File: src/design/u8dec_pkg.sv
package u8dec_pkg;

   // results one byte can cause: up to three held bytes plus the byte itself
   localparam int unsigned MAX_RES  = 4;
   localparam int unsigned HELD_NUM = 3;

   localparam logic [20:0] CP_REPLACEMENT = 21'h00FFFD;
   localparam logic [20:0] CP_MAX         = 21'h10FFFF;
   localparam logic [20:0] CP_SURR_LO     = 21'h00D800;
   localparam logic [20:0] CP_SURR_HI     = 21'h00DFFF;
   localparam logic [20:0] CP_MIN_LEN2    = 21'h000080;
   localparam logic [20:0] CP_MIN_LEN3    = 21'h000800;
   localparam logic [20:0] CP_MIN_LEN4    = 21'h010000;

   localparam logic [2:0] SEQ_LEN2 = 3'd2;
   localparam logic [2:0] SEQ_LEN3 = 3'd3;
   localparam logic [2:0] SEQ_LEN4 = 3'd4;

   // what the current byte contributes after any flushed held bytes
   typedef enum logic [1:0] {
      TAIL_NONE,
      TAIL_ERR,
      TAIL_ASCII,
      TAIL_SEQ
   } tail_type;

   typedef struct packed {
      logic [20:0] cp;
      logic        ok;
      logic [2:0]  used;
   } res_type;

endpackage

File: src/design/utf8_stream_decoder_validator.sv
// channel | direction | handshake            | payload
// req     | in        | req_valid/req_stall  | req_data_byte, req_end_of_string
// rsp     | out       | rsp_valid/rsp_stall  | rsp_code_point, rsp_valid_res, rsp_bytes_used,
//         |           |                      | rsp_last_of_run, rsp_string_done,
//         |           |                      | rsp_string_all_valid
// csr     | in        | csr_wr_en            | csr_wr_data (replace_invalid)
//
// one word is decoded in the cycle it is accepted; all its results land in a four-entry
// result buffer and leave one per cycle unless rsp_stall holds them, the first on the
// next cycle; a word giving zero or one result sustains one word per cycle while
// rsp_stall is low; more results hold the input until the single-read buffer drains
// reset (synchronous) empties the buffer, drops any open sequence and sets
// replace_invalid to 1
// req_stall rises while the buffer holds results that will not drain this cycle
module utf8_stream_decoder_validator (
   input  logic        clock,
   input  logic        reset,
   input  logic        req_valid,
   output logic        req_stall,
   input  logic [7:0]  req_data_byte,
   input  logic        req_end_of_string,
   output logic        rsp_valid,
   input  logic        rsp_stall,
   output logic [20:0] rsp_code_point,
   output logic        rsp_valid_res,
   output logic [2:0]  rsp_bytes_used,
   output logic        rsp_last_of_run,
   output logic        rsp_string_done,
   output logic        rsp_string_all_valid,
   input  logic        csr_wr_en,
   input  logic        csr_wr_data
);

   // configuration
   logic replace_ff;

   // decoder state
   logic [1:0]  held_cnt_ff, held_cnt_in;
   logic [2:0]  seq_len_ff, seq_len_in;
   logic [20:0] partial_ff, partial_in;
   logic [7:0]  held_ff [u8dec_pkg::HELD_NUM];
   logic        held_we;
   logic [1:0]  held_wa;
   logic        str_ok_ff, str_ok_in;

   // result buffer
   u8dec_pkg::res_type res_ff [u8dec_pkg::MAX_RES];
   u8dec_pkg::res_type res_in [u8dec_pkg::MAX_RES];
   logic [2:0]  cnt_ff, cnt_in;
   logic [1:0]  rd_ff, rd_in;
   logic        done_ff, done_in;
   logic        all_ok_ff, all_ok_in;

   logic req_fire, rsp_fire;

   // decode signals
   logic [7:0]  b;
   logic        cont;
   logic [20:0] cp_cat;
   logic [2:0]  cnt_next;
   logic        seq_end;
   logic        bad;
   logic        is_ascii, is_lead;
   logic [2:0]  lead_len;
   logic [20:0] lead_cp;
   logic [1:0]  flush_num;
   u8dec_pkg::tail_type tail;
   logic [7:0]  slot_byte [u8dec_pkg::MAX_RES];
   logic [2:0]  res_num;
   logic        has_err;
   logic [20:0] err_cp;

   assign b       = req_data_byte;
   assign cont    = (b[7:6] == 2'b10);
   // shift in six payload bits, dropping what falls off the 21-bit value
   assign cp_cat  = {partial_ff[14:0], b[5:0]};
   assign cnt_next = {1'b0, held_cnt_ff} + 3'd1;
   assign seq_end = (cnt_next >= seq_len_ff);

   // shortest form, range and surrogate checks on a finished sequence
   always_comb begin
      bad = ((seq_len_ff == u8dec_pkg::SEQ_LEN2) && (cp_cat < u8dec_pkg::CP_MIN_LEN2)) ||
            ((seq_len_ff == u8dec_pkg::SEQ_LEN3) && (cp_cat < u8dec_pkg::CP_MIN_LEN3)) ||
            ((seq_len_ff == u8dec_pkg::SEQ_LEN4) &&
             ((cp_cat < u8dec_pkg::CP_MIN_LEN4) || (cp_cat > u8dec_pkg::CP_MAX))) ||
            ((cp_cat >= u8dec_pkg::CP_SURR_LO) && (cp_cat <= u8dec_pkg::CP_SURR_HI));
   end

   // lead byte classification
   always_comb begin
      is_ascii = ~b[7];
      is_lead  = 1'b1;
      lead_len = u8dec_pkg::SEQ_LEN2;
      lead_cp  = {16'd0, b[4:0]};
      if (b[7:5] == 3'b110) begin
         lead_len = u8dec_pkg::SEQ_LEN2;
         lead_cp  = {16'd0, b[4:0]};
      end else if (b[7:4] == 4'b1110) begin
         lead_len = u8dec_pkg::SEQ_LEN3;
         lead_cp  = {17'd0, b[3:0]};
      end else if (b[7:3] == 5'b11110) begin
         lead_len = u8dec_pkg::SEQ_LEN4;
         lead_cp  = {18'd0, b[2:0]};
      end else begin
         is_lead = 1'b0;
      end
   end

   assign err_cp = replace_ff ? u8dec_pkg::CP_REPLACEMENT : {13'd0, b};

   // case split: how many held bytes flush, what the byte itself yields,
   // and the decoder state left behind
   always_comb begin
      flush_num   = 2'd0;
      tail        = u8dec_pkg::TAIL_NONE;
      held_cnt_in = 2'd0;
      seq_len_in  = 3'd0;
      partial_in  = 21'd0;
      held_we     = 1'b0;
      held_wa     = held_cnt_ff;
      if ((held_cnt_ff != 2'd0) && cont) begin
         if (seq_end) begin
            if (bad) begin
               flush_num = held_cnt_ff;
               tail      = u8dec_pkg::TAIL_ERR;
            end else begin
               tail = u8dec_pkg::TAIL_SEQ;
            end
         end else if (held_cnt_ff != 2'd3) begin
            if (req_end_of_string) begin
               // truncated at end of string
               flush_num = held_cnt_ff;
               tail      = u8dec_pkg::TAIL_ERR;
            end else begin
               held_we     = 1'b1;
               held_cnt_in = cnt_next[1:0];
               seq_len_in  = seq_len_ff;
               partial_in  = cp_cat;
            end
         end else begin
            flush_num = held_cnt_ff;
            tail      = u8dec_pkg::TAIL_ERR;
         end
      end else begin
         // no open sequence, or broken by a non-continuation: byte is a new lead
         flush_num = held_cnt_ff;
         held_wa   = 2'd0;
         if (is_ascii) begin
            tail = u8dec_pkg::TAIL_ASCII;
         end else if (!is_lead || req_end_of_string) begin
            tail = u8dec_pkg::TAIL_ERR;
         end else begin
            held_we     = 1'b1;
            held_cnt_in = 2'd1;
            seq_len_in  = lead_len;
            partial_in  = lead_cp;
         end
      end
   end

   always_comb begin
      for (int i = 0; i < int'(u8dec_pkg::HELD_NUM); i++) begin
         slot_byte[i] = held_ff[i];
      end
      slot_byte[u8dec_pkg::MAX_RES-1] = b;
   end

   // fill result slots: flushed held bytes first, then the byte's own result
   always_comb begin
      for (int i = 0; i < int'(u8dec_pkg::MAX_RES); i++) begin
         res_in[i].cp   = replace_ff ? u8dec_pkg::CP_REPLACEMENT : {13'd0, slot_byte[i]};
         res_in[i].ok   = 1'b0;
         res_in[i].used = 3'd1;
         if (3'(i) == {1'b0, flush_num}) begin
            case (tail)
               u8dec_pkg::TAIL_ASCII: begin
                  res_in[i].cp = {13'd0, b};
                  res_in[i].ok = 1'b1;
               end
               u8dec_pkg::TAIL_SEQ: begin
                  res_in[i].cp   = cp_cat;
                  res_in[i].ok   = 1'b1;
                  res_in[i].used = seq_len_ff;
               end
               default: begin
                  res_in[i].cp = err_cp;
               end
            endcase
         end
      end
   end

   assign res_num = {1'b0, flush_num} + ((tail != u8dec_pkg::TAIL_NONE) ? 3'd1 : 3'd0);
   assign has_err = (flush_num != 2'd0) || (tail == u8dec_pkg::TAIL_ERR);
   assign str_ok_in = req_end_of_string ? 1'b1 : (str_ok_ff & ~has_err);

   // handshakes: take a word once the buffer drains by the end of this cycle
   assign rsp_valid = (cnt_ff != 3'd0);
   assign rsp_fire  = rsp_valid & ~rsp_stall;
   assign req_stall = (cnt_ff > 3'd1) || ((cnt_ff == 3'd1) && rsp_stall);
   assign req_fire  = req_valid & ~req_stall;

   always_comb begin
      cnt_in    = cnt_ff;
      rd_in     = rd_ff;
      done_in   = done_ff;
      all_ok_in = all_ok_ff;
      if (req_fire) begin
         cnt_in    = res_num;
         rd_in     = 2'd0;
         done_in   = req_end_of_string;
         all_ok_in = str_ok_ff & ~has_err;
      end else if (rsp_fire) begin
         cnt_in = cnt_ff - 3'd1;
         rd_in  = rd_ff + 2'd1;
      end
   end

   always_ff @(posedge clock) begin
      if (reset) begin
         replace_ff  <= 1'b1;
         held_cnt_ff <= 2'd0;
         seq_len_ff  <= 3'd0;
         partial_ff  <= 21'd0;
         str_ok_ff   <= 1'b1;
         cnt_ff      <= 3'd0;
         rd_ff       <= 2'd0;
         done_ff     <= 1'b0;
         all_ok_ff   <= 1'b0;
      end else begin
         if (csr_wr_en) begin
            replace_ff <= csr_wr_data;
         end
         if (req_fire) begin
            held_cnt_ff <= held_cnt_in;
            seq_len_ff  <= seq_len_in;
            partial_ff  <= partial_in;
            str_ok_ff   <= str_ok_in;
         end
         cnt_ff    <= cnt_in;
         rd_ff     <= rd_in;
         done_ff   <= done_in;
         all_ok_ff <= all_ok_in;
      end
   end

   // payload storage, no reset
   always_ff @(posedge clock) begin
      if (req_fire && held_we) begin
         held_ff[held_wa] <= b;
      end
      if (req_fire) begin
         for (int i = 0; i < int'(u8dec_pkg::MAX_RES); i++) begin
            res_ff[i] <= res_in[i];
         end
      end
   end

   // output word from the read slot; run and string marks ride the last one
   assign rsp_code_point       = res_ff[rd_ff].cp;
   assign rsp_valid_res        = res_ff[rd_ff].ok;
   assign rsp_bytes_used       = res_ff[rd_ff].used;
   assign rsp_last_of_run      = (cnt_ff == 3'd1);
   assign rsp_string_done      = (cnt_ff == 3'd1) & done_ff;
   assign rsp_string_all_valid = (cnt_ff == 3'd1) & done_ff & all_ok_ff;

   // buffer never overfills
   a_cnt_range: assert property (@(posedge clock) disable iff (reset)
      cnt_ff <= 3'(u8dec_pkg::MAX_RES))
      else $error("result buffer count out of range");

   // an open sequence always has fewer held bytes than its length
   a_open_seq: assert property (@(posedge clock) disable iff (reset)
      (held_cnt_ff != 2'd0) |-> ((seq_len_ff >= u8dec_pkg::SEQ_LEN2) &&
                                 (seq_len_ff <= u8dec_pkg::SEQ_LEN4) &&
                                 ({1'b0, held_cnt_ff} < seq_len_ff)))
      else $error("held count inconsistent with sequence length");

   // a word is taken only when pending results are gone by this edge
   a_no_overwrite: assert property (@(posedge clock) disable iff (reset)
      req_fire |-> ((cnt_ff == 3'd0) || ((cnt_ff == 3'd1) && rsp_fire)))
      else $error("word accepted over undelivered results");

   // an end-marked word always produces at least one result
   a_eos_result: assert property (@(posedge clock) disable iff (reset)
      (req_fire && req_end_of_string) |=> (rsp_valid && done_ff))
      else $error("end of string produced no result");

endmodule

File: config.mk
export PLATFORM = sky130hd
export DESIGN_NAME = utf8_stream_decoder_validator
export DESIGN_NICKNAME = d
export VERILOG_FILES = /design/src/design/u8dec_pkg.sv /design/src/design/utf8_stream_decoder_validator.sv
export SDC_FILE = /design/constraint.sdc
export NUM_CORES = 1
export LEC_CHECK = 0
export BUFFER_PORTS_ARGS = -buffer_cell sky130_fd_sc_hd__buf_2
export CORE_ASPECT_RATIO = 0.75
export CORE_UTILIZATION = 35
export CTS_CLUSTER_DIAMETER = 120
export CTS_CLUSTER_SIZE = 12
export DETAILED_ROUTE_END_ITERATION = 10
export SLEW_MARGIN = 15
export SYNTH_ARGS = -nofsm -noshare
export SYNTH_HDL_FRONTEND = slang
export SYNTH_SLANG_ARGS = --single-unit
File: constraint.sdc
create_clock -name clock -period 6.4 [get_ports clock]
set_input_delay 0.64 -clock clock [delete_from_list [all_inputs] [get_ports clock]]
set_output_delay 0.64 -clock clock [all_outputs]
set_load 0.03 [all_outputs]
==> impl_results.md <==
* CTS max path bufs at 2
* Initial Utilization at a little over a third
* Slew Viols, Final at 0
* Reg-to-reg endpoint: cnt_ff[1]$_SDFFE_PP0P_
* Clock sinks at around 160
* Vias in the first global route at ~4,500
* RSZ-0062 raised after global routing: false
* CTS tree: done
* Die outline width at 164 µm
* Mean post-synth cell area at about 14 µm²
* Fin util at a little over two fifths
* Final hold vios at 0
* Clock Power Share at 33.3%
* Clock latency on the worst-skew pair at ~420 ps
* TNS Setup at 0 ps
* Critical Path End: cnt_ff[1]$_SDFFE_PP0P_
* CP Class: reg -> reg
* # resized after CTS at 0
* Tot GR Track Use at approximately 17%
* Ys flop type: edfxtp_1
* Synth warnings at 0
* Root buffer cell: clkbuf_16
* Reg clk slew, reported paths at 60 ps
* Sw Pwr at around 0.82 mW
* Vias per Instance at 5.44
* Max Fclk at 246 MHz
* Number of synthesized flops with an enable pin at roughly 120
* Final setup vio count at 0
* Core Area at approximately 19,000 µm²
* Starting DRT DRC Count at roughly 440
* Worst-path cell chain: inv_1 -> ha_1 -> ha_1 -> nand2_1 -> o21ai_0 -> nand2_1 -> nor2_2 -> nor3_1 -> ha_1 -> ha_1 -> o2bb2ai_1 -> a31oi_1 -> nor2_1
* # IOs at 45
* Post-synth top area cell: edfxtp_1
* Worst Tran Pin Value at just under 1000 ps
* Detailed Place HPWL at approximately 10,000 µm
* Seq cells post-synth at 155
* Share of power burned in combinational logic at approximately a fifth
* Synth Cell Area at between 6000 and 7000 µm²
* RePlAce Congestion at between 0.8 and 0.9
* R2R depth at 13
* Status: complete, no violations
* Setup crit start: held_cnt_ff[0]$_SDFFE_PP0P_
* Commonest cells in the netlist: edfxtp_1 (124), nor2_1 (44), dfxtp_1 (31)
* Cell variety after synth at 64
* Area contributors post-synth: edfxtp_1 (54%), dfxtp_1 (9.0%), mux4_2 (8.2%)
* First-pass GRT wire length at between 20,000 and 25,000 µm
* Mapped Cells at between 400 and 500
* Count leader, synth: edfxtp_1
* Sequential share of the synthesized area at 63.3%
* Internal at 1.98 mW
* Most frequent CP cell: ha_1
* Drt total wl at 15,500 µm
* Initial antenna violation count at 0
* Port-buffer cells at 44
* Largest stage delay, worst path at around 600 ps
* Highest ir drop seen on vdd at approximately 0.16 mV
* P&R area growth vs syn at 15.7%
* DR vias at 4,404
* Antenna-violating nets left at 0
* Min cycle time layout at approximately 4100 ps
* Reg2reg start: held_cnt_ff[0]$_SDFFE_PP0P_
* Switching share of total power at 29.1%
* WP data arrival at about 4400 ps
* HP Class: in -> reg
* Die Ht at 123 µm
* Max Clock Skew at approximately 9.7 ps
* CTS buffer count at 17
* Top-area cell type share of the netlist area at 54.3%
* Sequential share of power at 47.1%
* Pin count of the biggest net entering global routing at between 60 and 70
* Ant. Diodes at 0
* Die area at 20,200 µm²
* Ys async rst share at 0%
* GR Overflow Total at 0
* Hold buffers post-CTS at 0
* DR pass1 iterations at 5
* Final worst-path cycle share at 63.6%
* # Max-Cap Violations at 0
* H-tree level count at 4
* Share of post-route cells with drive strength above 1 at around a fifth
* CP max-delay cell: nand2_1
* Relative slew slack at a little over a third
* Worst reg-to-reg setup slack at between 2000 and 2500 ps
* Startpoint Class: flop
* Nets@finish at roughly 580
* CP required at about 6700 ps
* Number of setup buffers added after CTS at 0
* Power density over the cells at roughly 350 nW/µm²
* Static leakage at ~2.8 nW
* CP endpoint kind: flop
* # DRC at 0
* CP Max Fanout at 21
* DR WL/cell at about 19 µm
* Core Rows at 43
[power groups by stage]
stage	combinational, mW	sequential (mW)	clock [mW]
final	0.551	1.32	0.930
after global routing	0.599	1.33	0.986
after CTS	0.557	1.32	0.943
after detailed placement	0.554	1.34	0
after global placement	0.545	1.33	0
after floorplan	0.427	1.32	0
[placed cells by master, fill, tap and decap left out, types with 11 or more instances in the layout]
cell type  count
nor3_1        11
a22o_1        15
inv_1         28
nand2_1       22
conb_1        24
clkbuf_16     19
mux4_2        25
buf_2         44
a221oi_1      17
edfxtp_1     124
a2111oi_0     16
a21o_1        11
dfxtp_1       30
nor2_1        44
[worst min-delay path by stage]
| stage | startpoint | endpoint | slack, ps | cells after the start |
|---|---|---|---|---|
| after floorplan | done_ff$_SDFFE_PP0P_ | done_ff$_SDFFE_PP0P_ | 440 | 2 |
| after global placement | done_ff$_SDFFE_PP0P_ | done_ff$_SDFFE_PP0P_ | 450 | 2 |
| after detailed placement | done_ff$_SDFFE_PP0P_ | done_ff$_SDFFE_PP0P_ | 470 | 2 |
| after CTS | csr_wr_en | replace_ff$_SDFFE_PP1P_ | 430 | 2 |
| after global routing | csr_wr_en | replace_ff$_SDFFE_PP1P_ | 450 | 2 |
| final | csr_wr_en | replace_ff$_SDFFE_PP1P_ | 440 | 2 |
[sequential cells by signal, indices dropped and copies added, names as in the netlist, 2 cells and up, named ones only]
signal	flops
seq_len_ff	3
partial_ff	15
cnt_ff	3
held_cnt_ff	2
rd_ff	2
res_ff	100
held_ff	24
[metrics by stage]
step | cell area, µm² | cells | total power [mW] | setup slack, ps | hold WS [ps]
detailed placement | 7390 | 778 | 1.89 | 2470 | 465
global placement | 7390 | 778 | 1.88 | 2600 | 455
CTS | 7940 | 810 | 2.82 | 2430 | 429
global route | 7940 | 810 | 2.92 | 2100 | 445
finish | 7940 | 810 | 2.80 | 2330 | 445
floorplan | 6950 | 508 | 1.75 | 962 | 440
[critical path, delay by kind of cell, from the launching register on]
kind,cells,cell delay [ps]
AOI/OAI and AO/OA,3,760
adders and majority gates,4,1110
buffers and inverters,1,120
DFF,1,520
and+or+nand+nor,5,1420
[logic make-up after synthesis]
family          after synthesis  share of synthesized area [%]
fa+ha+maj                    10                           1.82
simple gates                118                           8.39
other cells                   2                          0.109
mux                          29                           8.79
compound gates              113                           13.7
flops                       155                           63.3
xor+xnor                      3                          0.383
buf+inv                      56                           3.50
[routing by layer]
metal	wire length [µm]	part of all wire, %	vias to the layer above	track usage, %
met2	6630	43	185	24.7
met4	145	0.94	0	6.08
met1	7510	48	2179	23.0
li1	-	-	2029	-
met5	0	0	-	0
met3	1210	7.8	11	5.00
[cell type report]
class | instances | area, µm²
well taps | 247 | 309
fillers | 1731 | 10900
clock inverters | 9 | 58.8
clock buffers | 23 | 490
inverters | 30 | 115
flip-flops and latches | 155 | 4350
repair buffers | 49 | 258
multi-input cells | 297 | 2360
Power figures use the tool's default switching activity.
